==> src/rtl/sptri_pkg.sv <==
// ----------------------------------------------------------------------------
// sptri_pkg
// Shared types and constants for the sphere projection trilateration block.
// ----------------------------------------------------------------------------
package sptri_pkg;

    // Default coordinate width and fixed register widths.
    localparam int COORD_W   = 24;
    localparam int RANGE_W   = 23;
    localparam int CFG_IDX_W = 2;

    // Register reset values (Q11.12 meters).
    localparam logic [RANGE_W-1:0] MIN_RANGE_RST = 23'd4096;
    localparam logic [RANGE_W-1:0] MAX_RANGE_RST = 23'd40960;

    // Register indexes.
    localparam logic [CFG_IDX_W-1:0] CFG_MIN_RANGE = 2'd0;
    localparam logic [CFG_IDX_W-1:0] CFG_MAX_RANGE = 2'd1;

    // Result status codes.
    localparam logic [1:0] ST_UPDATED = 2'd0;
    localparam logic [1:0] ST_RANGE   = 2'd1;
    localparam logic [1:0] ST_ZERO    = 2'd2;
    localparam logic [1:0] ST_SAT     = 2'd3;

    // Datapath operations.
    typedef enum logic [4:0] {
        OP_NONE,
        OP_LOAD,
        OP_CLR,
        OP_MUL,
        OP_ACC,
        OP_PROD,
        OP_CHK_LO,
        OP_CHK_HI,
        OP_SQ_LD,
        OP_SQ_STEP,
        OP_SQ_R,
        OP_SQ_D,
        OP_DV_LD,
        OP_DV_STEP,
        OP_APPLY,
        OP_COMMIT,
        OP_RESULT
    } dp_op_t;

    // Multiplier operand selection.
    typedef enum logic [2:0] {
        SEL_OFF,
        SEL_DIFF,
        SEL_MIN,
        SEL_MAX,
        SEL_NUM
    } mul_sel_t;

    // Command from controller to datapath.
    typedef struct packed {
        dp_op_t     op;
        mul_sel_t   sel;
        logic [1:0] axis;
        logic [1:0] stat;
    } cmd_t;

    // Status from datapath to controller.
    typedef struct packed {
        logic win_ok;
        logic at_beacon;
        logic last;
    } dp_stat_t;

endpackage

==> src/rtl/sphere_projection_trilateration.sv <==
// ----------------------------------------------------------------------------
// sphere_projection_trilateration
// Moves the kept 3-D position estimate onto the sphere of the measured range
// around each beacon, one word at a time.
//
// Channel  Direction  Handshake                Word
// s_axis   in         s_axis_tvalid/tready     offset and beacon position
// m_axis   out        m_axis_tvalid/tready     estimate and status
// cfg      in         cfg_valid/cfg_ready      register index and value
//
// One word at a time. An updated word passes through the two bit-serial square
// roots and the bit-serial divider between accept and result; a word outside the
// range window or at zero distance skips them.
// The next word can be taken in the cycle after the result register is loaded.
// The output register lets the next word start while a result waits.
// Reset sets the estimate to zero and the window to 1.0 m .. 10.0 m.
// ----------------------------------------------------------------------------
module sphere_projection_trilateration #(
    parameter  int COORD_WIDTH = sptri_pkg::COORD_W,
    localparam int IN_W        = ((6 * COORD_WIDTH + 7) / 8) * 8,
    localparam int OUT_W       = ((3 * COORD_WIDTH + 2 + 7) / 8) * 8
) (
    input  logic                                clk,
    input  logic                                rst_n,
    input  logic                                s_axis_tvalid,
    output logic                                s_axis_tready,
    // offset_x, offset_y, offset_z, beacon_x, beacon_y, beacon_z, zero pad
    input  logic [IN_W-1:0]                     s_axis_tdata,
    output logic                                m_axis_tvalid,
    input  logic                                m_axis_tready,
    // est_x, est_y, est_z, status, zero pad
    output logic [OUT_W-1:0]                    m_axis_tdata,
    input  logic                                cfg_valid,
    output logic                                cfg_ready,
    input  logic [sptri_pkg::CFG_IDX_W-1:0]     cfg_index,
    input  logic [sptri_pkg::RANGE_W-1:0]       cfg_data
);
    import sptri_pkg::*;

    localparam int CW = COORD_WIDTH;

    cmd_t                 cmd;
    dp_stat_t             stat;
    logic signed [CW-1:0] in_off [3];
    logic signed [CW-1:0] in_bcn [3];
    logic signed [CW-1:0] est [3];
    logic [1:0]           est_status;

    // Unpack the input word.
    always_comb
    begin
        for (int i = 0; i < 3; i++)
        begin
            in_off[i] = s_axis_tdata[i*CW +: CW];
            in_bcn[i] = s_axis_tdata[(i+3)*CW +: CW];
        end
    end

    // Pack the result word.
    assign m_axis_tdata = OUT_W'({est_status, est[2], est[1], est[0]});
    assign cfg_ready    = 1'b1;

    sptri_ctrl u_ctrl (
        .clk       (clk),
        .rst_n     (rst_n),
        .in_valid  (s_axis_tvalid),
        .in_ready  (s_axis_tready),
        .out_valid (m_axis_tvalid),
        .out_ready (m_axis_tready),
        .cmd       (cmd),
        .stat      (stat)
    );

    sptri_dp #(
        .COORD_WIDTH (COORD_WIDTH)
    ) u_dp (
        .clk        (clk),
        .rst_n      (rst_n),
        .cmd        (cmd),
        .stat       (stat),
        .cfg_we     (cfg_valid && cfg_ready),
        .cfg_idx    (cfg_index),
        .cfg_val    (cfg_data),
        .in_off     (in_off),
        .in_bcn     (in_bcn),
        .est        (est),
        .est_status (est_status)
    );

endmodule

==> src/rtl/sptri_dp.sv <==
// ----------------------------------------------------------------------------
// sptri_dp
// Datapath: shared multiplier with accumulator, bit-serial square root,
// bit-serial divider, projection and saturation, estimate and config regs.
// ----------------------------------------------------------------------------
module sptri_dp #(
    parameter int COORD_WIDTH = sptri_pkg::COORD_W
) (
    input  logic                                clk,
    input  logic                                rst_n,
    input  sptri_pkg::cmd_t                     cmd,
    output sptri_pkg::dp_stat_t                 stat,
    input  logic                                cfg_we,
    input  logic [sptri_pkg::CFG_IDX_W-1:0]     cfg_idx,
    input  logic [sptri_pkg::RANGE_W-1:0]       cfg_val,
    input  logic signed [COORD_WIDTH-1:0]       in_off [3],
    input  logic signed [COORD_WIDTH-1:0]       in_bcn [3],
    output logic signed [COORD_WIDTH-1:0]       est [3],
    output logic [1:0]                          est_status
);
    import sptri_pkg::*;

    localparam int CW   = COORD_WIDTH;
    localparam int OPW  = (CW + 1 > RANGE_W) ? CW + 1 : RANGE_W;
    localparam int SW   = 2 * OPW + 2;
    localparam int K    = OPW + 1;
    localparam int NW   = 2 * OPW;
    localparam int CNTW = $clog2(NW);

    localparam logic signed [CW+2:0] V_HI = {4'b0000, {(CW-1){1'b1}}};
    localparam logic signed [CW+2:0] V_LO = {4'b1111, {(CW-1){1'b0}}};

    logic signed [CW-1:0] off_reg [3];
    logic signed [CW-1:0] bcn_reg [3];
    logic signed [CW-1:0] pos_reg [3];
    logic signed [CW-1:0] new_reg [3];
    logic signed [CW-1:0] est_reg [3];
    logic [1:0]           est_st_reg;
    logic [RANGE_W-1:0]   min_reg;
    logic [RANGE_W-1:0]   max_reg;
    logic [SW-1:0]        acc_reg;
    logic [NW-1:0]        prod_reg;
    logic                 win_reg;
    logic                 sat_reg;
    logic [SW-1:0]        rad_reg;
    logic [K-1:0]         root_reg;
    logic [K+1:0]         rem_reg;
    logic [OPW-1:0]       r_reg;
    logic [OPW-1:0]       d_reg;
    logic [NW-1:0]        num_reg;
    logic [NW-1:0]        quo_reg;
    logic [OPW:0]         drem_reg;
    logic [CNTW-1:0]      cnt_reg;

    // Differences and magnitudes.
    logic signed [CW:0] dif [3];
    logic [CW:0]        dif_mag [3];
    logic [CW-1:0]      off_mag [3];

    always_comb
    begin
        for (int i = 0; i < 3; i++)
        begin
            dif[i]     = {pos_reg[i][CW-1], pos_reg[i]} - {bcn_reg[i][CW-1], bcn_reg[i]};
            dif_mag[i] = dif[i][CW] ? (CW+1)'(-dif[i]) : dif[i];
            off_mag[i] = off_reg[i][CW-1] ? CW'(-off_reg[i]) : off_reg[i];
        end
    end

    // Shared multiplier operand selection.
    logic [OPW-1:0] mul_a;
    logic [OPW-1:0] mul_b;
    logic [NW-1:0]  mul_p;

    always_comb
    begin
        case (cmd.sel)
            SEL_OFF:
            begin
                mul_a = OPW'(off_mag[cmd.axis]);
                mul_b = OPW'(off_mag[cmd.axis]);
            end
            SEL_DIFF:
            begin
                mul_a = OPW'(dif_mag[cmd.axis]);
                mul_b = OPW'(dif_mag[cmd.axis]);
            end
            SEL_MIN:
            begin
                mul_a = OPW'(min_reg);
                mul_b = OPW'(min_reg);
            end
            SEL_MAX:
            begin
                mul_a = OPW'(max_reg);
                mul_b = OPW'(max_reg);
            end
            SEL_NUM:
            begin
                mul_a = OPW'(dif_mag[cmd.axis]);
                mul_b = r_reg;
            end
            default:
            begin
                mul_a = '0;
                mul_b = '0;
            end
        endcase
        mul_p = mul_a * mul_b;
    end

    // Square root step: two radicand bits per cycle.
    logic [K+1:0] sq_cand;
    logic [K+1:0] sq_trial;
    logic         sq_ge;
    logic [K-1:0] root_rnd;

    assign sq_cand  = {rem_reg[K-1:0], rad_reg[SW-1:SW-2]};
    assign sq_trial = {root_reg, 2'b01};
    assign sq_ge    = sq_cand >= sq_trial;
    assign root_rnd = root_reg + K'(rem_reg > {2'b00, root_reg});

    // Divider step: one quotient bit per cycle.
    logic [OPW:0] dv_cand;
    logic         dv_ge;

    assign dv_cand = {drem_reg[OPW-1:0], num_reg[NW-1]};
    assign dv_ge   = dv_cand >= {1'b0, d_reg};

    // Rounding, projection and saturation of one axis.
    logic                 q_up;
    logic [NW:0]          q_rnd;
    logic                 q_big;
    logic signed [CW+2:0] b_ext;
    logic signed [CW+2:0] q_ext;
    logic signed [CW+2:0] v_sum;
    logic signed [CW-1:0] v_out;
    logic                 v_sat;

    always_comb
    begin
        q_up  = drem_reg >= ({1'b0, d_reg} - drem_reg);
        q_rnd = {1'b0, quo_reg} + (NW+1)'(q_up);
        q_big = |q_rnd[NW:CW+1];
        b_ext = (CW+3)'(bcn_reg[cmd.axis]);
        q_ext = {2'b00, q_rnd[CW:0]};
        v_sum = dif[cmd.axis][CW] ? b_ext - q_ext : b_ext + q_ext;
        v_sat = 1'b1;
        if (q_big)
        begin
            v_out = dif[cmd.axis][CW] ? CW'(V_LO) : CW'(V_HI);
        end
        else if (v_sum > V_HI)
        begin
            v_out = CW'(V_HI);
        end
        else if (v_sum < V_LO)
        begin
            v_out = CW'(V_LO);
        end
        else
        begin
            v_out = CW'(v_sum);
            v_sat = 1'b0;
        end
    end

    // Control state: estimate and configuration registers.
    always_ff @(posedge clk or negedge rst_n)
    begin
        if (!rst_n)
        begin
            pos_reg[0] <= '0;
            pos_reg[1] <= '0;
            pos_reg[2] <= '0;
            min_reg    <= MIN_RANGE_RST;
            max_reg    <= MAX_RANGE_RST;
        end
        else
        begin
            if (cfg_we && cfg_idx == CFG_MIN_RANGE)
            begin
                min_reg <= cfg_val;
            end
            if (cfg_we && cfg_idx == CFG_MAX_RANGE)
            begin
                max_reg <= cfg_val;
            end
            if (cmd.op == OP_COMMIT)
            begin
                pos_reg <= new_reg;
            end
        end
    end

    // Working registers.
    always_ff @(posedge clk)
    begin
        case (cmd.op)
            OP_LOAD:
            begin
                off_reg  <= in_off;
                bcn_reg  <= in_bcn;
                acc_reg  <= '0;
                prod_reg <= '0;
                sat_reg  <= 1'b0;
            end
            OP_CLR:
            begin
                acc_reg  <= '0;
                prod_reg <= '0;
            end
            OP_MUL:
            begin
                acc_reg  <= acc_reg + SW'(prod_reg);
                prod_reg <= mul_p;
            end
            OP_ACC:
            begin
                acc_reg  <= acc_reg + SW'(prod_reg);
                prod_reg <= '0;
            end
            OP_PROD:
            begin
                prod_reg <= mul_p;
            end
            OP_CHK_LO:
            begin
                win_reg <= SW'(prod_reg) <= acc_reg;
            end
            OP_CHK_HI:
            begin
                win_reg <= win_reg && (acc_reg <= SW'(prod_reg));
            end
            OP_SQ_LD:
            begin
                rad_reg  <= acc_reg;
                root_reg <= '0;
                rem_reg  <= '0;
                cnt_reg  <= CNTW'(K - 1);
            end
            OP_SQ_STEP:
            begin
                rad_reg  <= {rad_reg[SW-3:0], 2'b00};
                root_reg <= {root_reg[K-2:0], sq_ge};
                rem_reg  <= sq_ge ? sq_cand - sq_trial : sq_cand;
                cnt_reg  <= cnt_reg - 1'b1;
            end
            OP_SQ_R:
            begin
                r_reg <= OPW'(root_rnd);
            end
            OP_SQ_D:
            begin
                d_reg <= OPW'(root_rnd);
            end
            OP_DV_LD:
            begin
                num_reg  <= prod_reg;
                quo_reg  <= '0;
                drem_reg <= '0;
                cnt_reg  <= CNTW'(NW - 1);
            end
            OP_DV_STEP:
            begin
                num_reg  <= {num_reg[NW-2:0], 1'b0};
                quo_reg  <= {quo_reg[NW-2:0], dv_ge};
                drem_reg <= dv_ge ? dv_cand - {1'b0, d_reg} : dv_cand;
                cnt_reg  <= cnt_reg - 1'b1;
            end
            OP_APPLY:
            begin
                new_reg[cmd.axis] <= v_out;
                sat_reg           <= sat_reg | v_sat;
            end
            OP_RESULT:
            begin
                est_reg    <= pos_reg;
                est_st_reg <= (cmd.stat == ST_UPDATED && sat_reg) ? ST_SAT : cmd.stat;
            end
            default:
            begin
            end
        endcase
    end

    // Status to the controller.
    assign stat.win_ok    = win_reg;
    assign stat.at_beacon = (pos_reg[0] == bcn_reg[0]) && (pos_reg[1] == bcn_reg[1])
                            && (pos_reg[2] == bcn_reg[2]);
    assign stat.last      = (cnt_reg == '0);

    assign est        = est_reg;
    assign est_status = est_st_reg;

endmodule

==> src/rtl/sptri_ctrl.sv <==
// ----------------------------------------------------------------------------
// sptri_ctrl
// Controller: sequences the datapath for one word and runs both handshakes.
// ----------------------------------------------------------------------------
module sptri_ctrl (
    input  logic                clk,
    input  logic                rst_n,
    input  logic                in_valid,
    output logic                in_ready,
    output logic                out_valid,
    input  logic                out_ready,
    output sptri_pkg::cmd_t     cmd,
    input  sptri_pkg::dp_stat_t stat
);
    import sptri_pkg::*;

    typedef enum logic [4:0] {
        S_IDLE, S_MOX, S_MOY, S_MOZ, S_ACC1, S_MMIN, S_CLO, S_MMAX, S_CHI, S_DEC,
        S_RLD, S_RSTEP, S_RFIN, S_DCLR, S_MDX, S_MDY, S_MDZ, S_ACC2,
        S_DLD, S_DSTEP, S_DFIN, S_MN, S_QLD, S_QSTEP, S_APPLY, S_COMMIT, S_RES
    } state_t;

    state_t     state_reg, state_next;
    logic [1:0] axis_reg, axis_next;
    logic [1:0] st_reg, st_next;
    logic       out_valid_reg, out_valid_next;
    logic       res_fire;

    assign in_ready  = (state_reg == S_IDLE);
    assign out_valid = out_valid_reg;
    assign res_fire  = (state_reg == S_RES) && (!out_valid_reg || out_ready);

    // Command decode and next state.
    always_comb
    begin
        state_next     = state_reg;
        axis_next      = axis_reg;
        st_next        = st_reg;
        out_valid_next = out_valid_reg && !out_ready;
        cmd.op         = OP_NONE;
        cmd.sel        = SEL_OFF;
        cmd.axis       = 2'd0;
        cmd.stat       = st_reg;
        case (state_reg)
            S_IDLE:
            begin
                if (in_valid)
                begin
                    cmd.op     = OP_LOAD;
                    state_next = S_MOX;
                end
            end
            S_MOX:
            begin
                cmd.op     = OP_MUL;
                state_next = S_MOY;
            end
            S_MOY:
            begin
                cmd.op     = OP_MUL;
                cmd.axis   = 2'd1;
                state_next = S_MOZ;
            end
            S_MOZ:
            begin
                cmd.op     = OP_MUL;
                cmd.axis   = 2'd2;
                state_next = S_ACC1;
            end
            S_ACC1:
            begin
                cmd.op     = OP_ACC;
                state_next = S_MMIN;
            end
            S_MMIN:
            begin
                cmd.op     = OP_PROD;
                cmd.sel    = SEL_MIN;
                state_next = S_CLO;
            end
            S_CLO:
            begin
                cmd.op     = OP_CHK_LO;
                state_next = S_MMAX;
            end
            S_MMAX:
            begin
                cmd.op     = OP_PROD;
                cmd.sel    = SEL_MAX;
                state_next = S_CHI;
            end
            S_CHI:
            begin
                cmd.op     = OP_CHK_HI;
                state_next = S_DEC;
            end
            S_DEC:
            begin
                // Window test first, then the zero-distance check.
                if (!stat.win_ok)
                begin
                    st_next    = ST_RANGE;
                    state_next = S_RES;
                end
                else if (stat.at_beacon)
                begin
                    st_next    = ST_ZERO;
                    state_next = S_RES;
                end
                else
                begin
                    state_next = S_RLD;
                end
            end
            S_RLD:
            begin
                cmd.op     = OP_SQ_LD;
                state_next = S_RSTEP;
            end
            S_RSTEP:
            begin
                cmd.op = OP_SQ_STEP;
                if (stat.last)
                begin
                    state_next = S_RFIN;
                end
            end
            S_RFIN:
            begin
                cmd.op     = OP_SQ_R;
                state_next = S_DCLR;
            end
            S_DCLR:
            begin
                cmd.op     = OP_CLR;
                state_next = S_MDX;
            end
            S_MDX:
            begin
                cmd.op     = OP_MUL;
                cmd.sel    = SEL_DIFF;
                state_next = S_MDY;
            end
            S_MDY:
            begin
                cmd.op     = OP_MUL;
                cmd.sel    = SEL_DIFF;
                cmd.axis   = 2'd1;
                state_next = S_MDZ;
            end
            S_MDZ:
            begin
                cmd.op     = OP_MUL;
                cmd.sel    = SEL_DIFF;
                cmd.axis   = 2'd2;
                state_next = S_ACC2;
            end
            S_ACC2:
            begin
                cmd.op     = OP_ACC;
                state_next = S_DLD;
            end
            S_DLD:
            begin
                cmd.op     = OP_SQ_LD;
                state_next = S_DSTEP;
            end
            S_DSTEP:
            begin
                cmd.op = OP_SQ_STEP;
                if (stat.last)
                begin
                    state_next = S_DFIN;
                end
            end
            S_DFIN:
            begin
                cmd.op     = OP_SQ_D;
                axis_next  = 2'd0;
                state_next = S_MN;
            end
            S_MN:
            begin
                cmd.op     = OP_PROD;
                cmd.sel    = SEL_NUM;
                cmd.axis   = axis_reg;
                state_next = S_QLD;
            end
            S_QLD:
            begin
                cmd.op     = OP_DV_LD;
                state_next = S_QSTEP;
            end
            S_QSTEP:
            begin
                cmd.op = OP_DV_STEP;
                if (stat.last)
                begin
                    state_next = S_APPLY;
                end
            end
            S_APPLY:
            begin
                cmd.op   = OP_APPLY;
                cmd.axis = axis_reg;
                if (axis_reg == 2'd2)
                begin
                    state_next = S_COMMIT;
                end
                else
                begin
                    axis_next  = axis_reg + 2'd1;
                    state_next = S_MN;
                end
            end
            S_COMMIT:
            begin
                cmd.op     = OP_COMMIT;
                st_next    = ST_UPDATED;
                state_next = S_RES;
            end
            S_RES:
            begin
                // Wait until the output register is free.
                if (res_fire)
                begin
                    cmd.op         = OP_RESULT;
                    out_valid_next = 1'b1;
                    state_next     = S_IDLE;
                end
            end
            default:
            begin
                state_next = S_IDLE;
            end
        endcase
    end

    // State and registered outputs.
    always_ff @(posedge clk or negedge rst_n)
    begin
        if (!rst_n)
        begin
            state_reg     <= S_IDLE;
            axis_reg      <= 2'd0;
            st_reg        <= ST_UPDATED;
            out_valid_reg <= 1'b0;
        end
        else
        begin
            state_reg     <= state_next;
            axis_reg      <= axis_next;
            st_reg        <= st_next;
            out_valid_reg <= out_valid_next;
        end
    end

endmodule
==> config.mk <==
export PLATFORM = sky130hd
export DESIGN_NAME = sphere_projection_trilateration
export DESIGN_NICKNAME = d
export VERILOG_FILES = /design/src/rtl/sptri_pkg.sv /design/src/rtl/sphere_projection_trilateration.sv /design/src/rtl/sptri_dp.sv /design/src/rtl/sptri_ctrl.sv
export SDC_FILE = /design/constraint.sdc
export NUM_CORES = 2
export LEC_CHECK = 0
export BUFFER_PORTS_ARGS = -buffer_cell sky130_fd_sc_hd__buf_2
export CAP_MARGIN = 10
export CORE_MARGIN = 5
export CORE_UTILIZATION = 35
export DETAILED_ROUTE_END_ITERATION = 12
export GPL_TIMING_DRIVEN = 0
export HOLD_SLACK_MARGIN = 0.03
export PLACE_DENSITY = 0.55
export SKIP_CTS_REPAIR_TIMING = 1
export SLEW_MARGIN = 5
export SYNTH_ARGS = -nofsm -noshare
export SYNTH_HDL_FRONTEND = slang
export SYNTH_SLANG_ARGS = --single-unit
==> constraint.sdc <==
create_clock -name clk -period 21.8 [get_ports clk]
set_input_delay 4.36 -clock clk [delete_from_list [all_inputs] [get_ports clk]]
set_output_delay 4.36 -clock clk [all_outputs]
set_load 0.02 [all_outputs]
==> flow_metrics.py <==
metrics = {
    "floorplan": {
        "io_pins": 257,
        "dieArea_um2": 212100,
        "die_x_um": 460.5,
        "initial_core_util": 0.3515,
        "die_y_um": 460.5,
        "num_rows": 165,
        "coreArea_um2": 202100,
    },
    "global_routing": {
        "grt_pass1_wl_um": 361800,
        "grt_antenna_before_repair": 29,
        "grt_pass1_vias": 56700,
        "grt_max_degree": 76,
        "grt_overflow": 0,
        "grt.total_usage": 0.2251,
    },
    "layout": {
        "area_growth_pct": 12.09,
        "final_area_um2": 79630,
        "final_nets": 9030,
        "drive_gt1_frac": 0.08503,
    },
    "yosys": {
        "synth_edf_count": 682,
        "ys_top_cells_by_area": "edfxtp_1, fa_1, ha_1, nand2_1, inv_1",
        "synth_ff_type": "edfxtp_1",
        "synth.ff_latch_count": 810,
        "async_flop_share": 0.1580,
        "ys_types": 103,
        "synth_warnings": 0,
        "syn_area_um2": 71040,
        "seq_area_frac_synth": 0.3334,
        "synth.avg_cell_area_um2": 9.569,
        "syn_inst": 7424,
        "yosys.area.top_type": "edfxtp_1",
        "synth_top_area_share": 0.2883,
    },
    "critical_path": {
        "end_kind": "flip-flop",
        "cpMostUsedCell": "fa_1",
        "worstPathArrival_ns": 14.58,
        "path_class": "flip-flop to flip-flop",
        "path_max_fanout": 10,
        "r2r_slack_ns": 7.63,
        "worstPathRequired_ns": 22.21,
        "critPathSlowestCell": "clkbuf_1",
        "crit_path_max_incr_delay_ns": 0.85,
        "timing.rr.end": "u_dp.prod_reg[47]",
        "r2r_cells": 41,
        "start_kind": "flip-flop",
        "r2r-start": "u_dp.pos_reg[48]",
    },
    "route": {
        "ant_nets": 0,
        "vias": 56790,
        "drc_errors": 0,
        "routed_wl_um": 241700,
        "firstDrtPassIters": 5,
        "vias_per_cell": 5.363,
        "drt_iter0_drc": 5338,
        "wire_per_inst_um": 22.83,
    },
    "clocking": {
        "cts_sinks": 810,
        "insertion_delay_ns": 0.74,
        "path_clk_slew_ns": 0.06,
        "h-tree-depth": 3,
        "cts_buffers": 94,
        "clock_tree.root_cell": "clkbuf_16",
        "clock_path_buffers": 3,
        "cts_tree": "built",
    },
    "min_path": {
        "min_to": "u_dp.num_reg[39]",
        "hold_path_depth": 2,
        "hp-class": "flip-flop to flip-flop",
        "worstHoldStart": "u_dp.num_reg[38]",
    },
    "placement": {
        "hpwl_um": 197600,
        "io_buffers": 249,
        "dpl_cell_area_um2": 76390,
        "gp_congestion": 1.004,
    },
    "sta": {
        "whs_ns": 0.4403,
        "hold_viol": 0,
        "worst_pin_slew_ns": 1.336,
        "period_minus_slack_ns": 14.17,
        "maxSlewViolCount": 0,
        "setup_viol": 0,
        "skew_ns": 0.07480,
        "grt_setup_unrepaired": "no",
        "fmax_mhz": 70.58,
        "fin_crit_sh": 0.6500,
        "max_slew_margin": 0.09829,
    },
    "job": {
        "max_cap_viol_count": 0,
    },
    "run_status": {
        "outcome": "finished clean",
    },
}
==> metal layers <==
metal,vias up,GRT usage,part of all wire
met5,-,0,0.000054
met4,2,0.07644,0.036
met3,355,0.03824,0.073
met2,1903,0.3510,0.44
met1,28320,0.3170,0.45
li1,26200,-,-
==> placed cells by master, fill, tap and decap left out, types with 52 or more instances in the layout <==
cell type  synthesis  layout
nor2b_1           74      74
xor2_1           157     157
clkbuf_1         267     288
dfrtp_1          125     125
nand3_1          118     118
and2_1           219     219
ha_1             500     500
o22ai_1           60      60
xnor2_1          251     251
o31ai_1           56      56
o21ai_0          259     258
a21o_1           141     141
inv_1            926     926
buf_2             19     269
nand2b_1          61      61
mux2_2           122     122
nor2_1           495     490
or3_1             52      52
clkbuf_16          0      95
mux2i_1           60      60
o21bai_1          53      52
nand2_1          952     951
a21oi_1          371     369
edfxtp_1         682     682
nor3_1           122     119
nand4_1           68      68
and3_1            53      53
fa_1             533     533
==> cell usage after synthesis (all sizes together), types with 18 or more instances <==
cell / count
nand2: 953
inv: 926
edfxtp: 682
fa: 533
ha: 500
nor2: 496
a21oi: 371
clkbuf: 267
o21ai: 265
xnor2: 251
and2: 219
xor2: 157
a21o: 141
dfrtp: 125
nor3: 124
mux2: 122
nand3: 119
nor2b: 74
nand4: 68
mux2i: 61
nand2b: 61
o22ai: 60
buf: 57
o31ai: 56
and3: 53
o21bai: 53
or3: 52
a31oi: 48
o211ai: 48
a211oi: 45
o21a: 44
nor4: 40
a221o: 24
or4: 23
or2: 22
o41ai: 20
a32oi: 18
==> area by class of cell <==
cell class / instances / area [um^2]
Fill cell: 20100 / 122500
Multi-Input combinational cell: 5368 / 42710
Sequential cell: 810 / 23690
Inverter: 927 / 3480
Tap cell: 2672 / 3343
Clock buffer: 125 / 2580
Timing Repair Buffer: 298 / 1872
Buffer: 324 / 1300
Clock inverter: 51 / 619.3
Antenna cell: 14 / 35.03
==> critical path, delay by kind of cell, from the launching register on <==
family,cells,cell delay (ns)
AOI/OAI and AO/OA,13,5.15
xor gates and xnor gates,2,0.43
adders and majority gates,10,4.59
buffers and inverters,7,1.38
DFF,1,0.46
and+or+nand+nor,9,1.74
==> cells by family (layout without fill, tap and decap cells) <==
family                   Yosys count  after routing  share of synthesized area
multiplexers                     183            183                    0.02811
buffers and inverters           1251           1725                    0.06728
AND/OR/NAND/NOR                 2359           2359                     0.1555
XOR/XNOR                         408            408                    0.05030
adder cells (fa/ha/maj)         1033           1033                     0.2383
other                              2             21                  0.0001057
AO/OA/AOI/OAI                   1378           1378                     0.1270
flip-flops                       810            810                     0.3334
==> worst max-delay path by stage <==
stage               slack (ns)             start                end
floorplan                 2.30     s_axis_tvalid       u_dp.sat_reg
global placement         -5.44     s_axis_tvalid       u_dp.sat_reg
detailed placement        7.70   u_dp.pos_reg[0]  u_dp.prod_reg[47]
CTS                       7.57   u_dp.pos_reg[0]  u_dp.prod_reg[47]
global route              7.10  u_dp.pos_reg[48]  u_dp.prod_reg[47]
finish                    7.63  u_dp.pos_reg[48]  u_dp.prod_reg[47]
==> per-stage QoR <==
| step | worst slack, ns | utilization | setup TNS, ns | std cells |
|---|---|---|---|---|
| floorplan | 2.301 | - | 0 | 7429 |
| global placement | -5.440 | 0.3743 | -692.55 | 10350 |
| detailed placement | 7.700 | 0.3779 | 0 | 10400 |
| CTS | 7.570 | 0.3938 | 0 | 10570 |
| global route | 7.097 | 0.3939 | 0 | 10580 |
| finish | 7.631 | 0.3940 | 0 | 10590 |
Power is left out: the tool's default activity adds up to more than one toggle a clock period on the data nets, which glitch-free logic cannot reach.
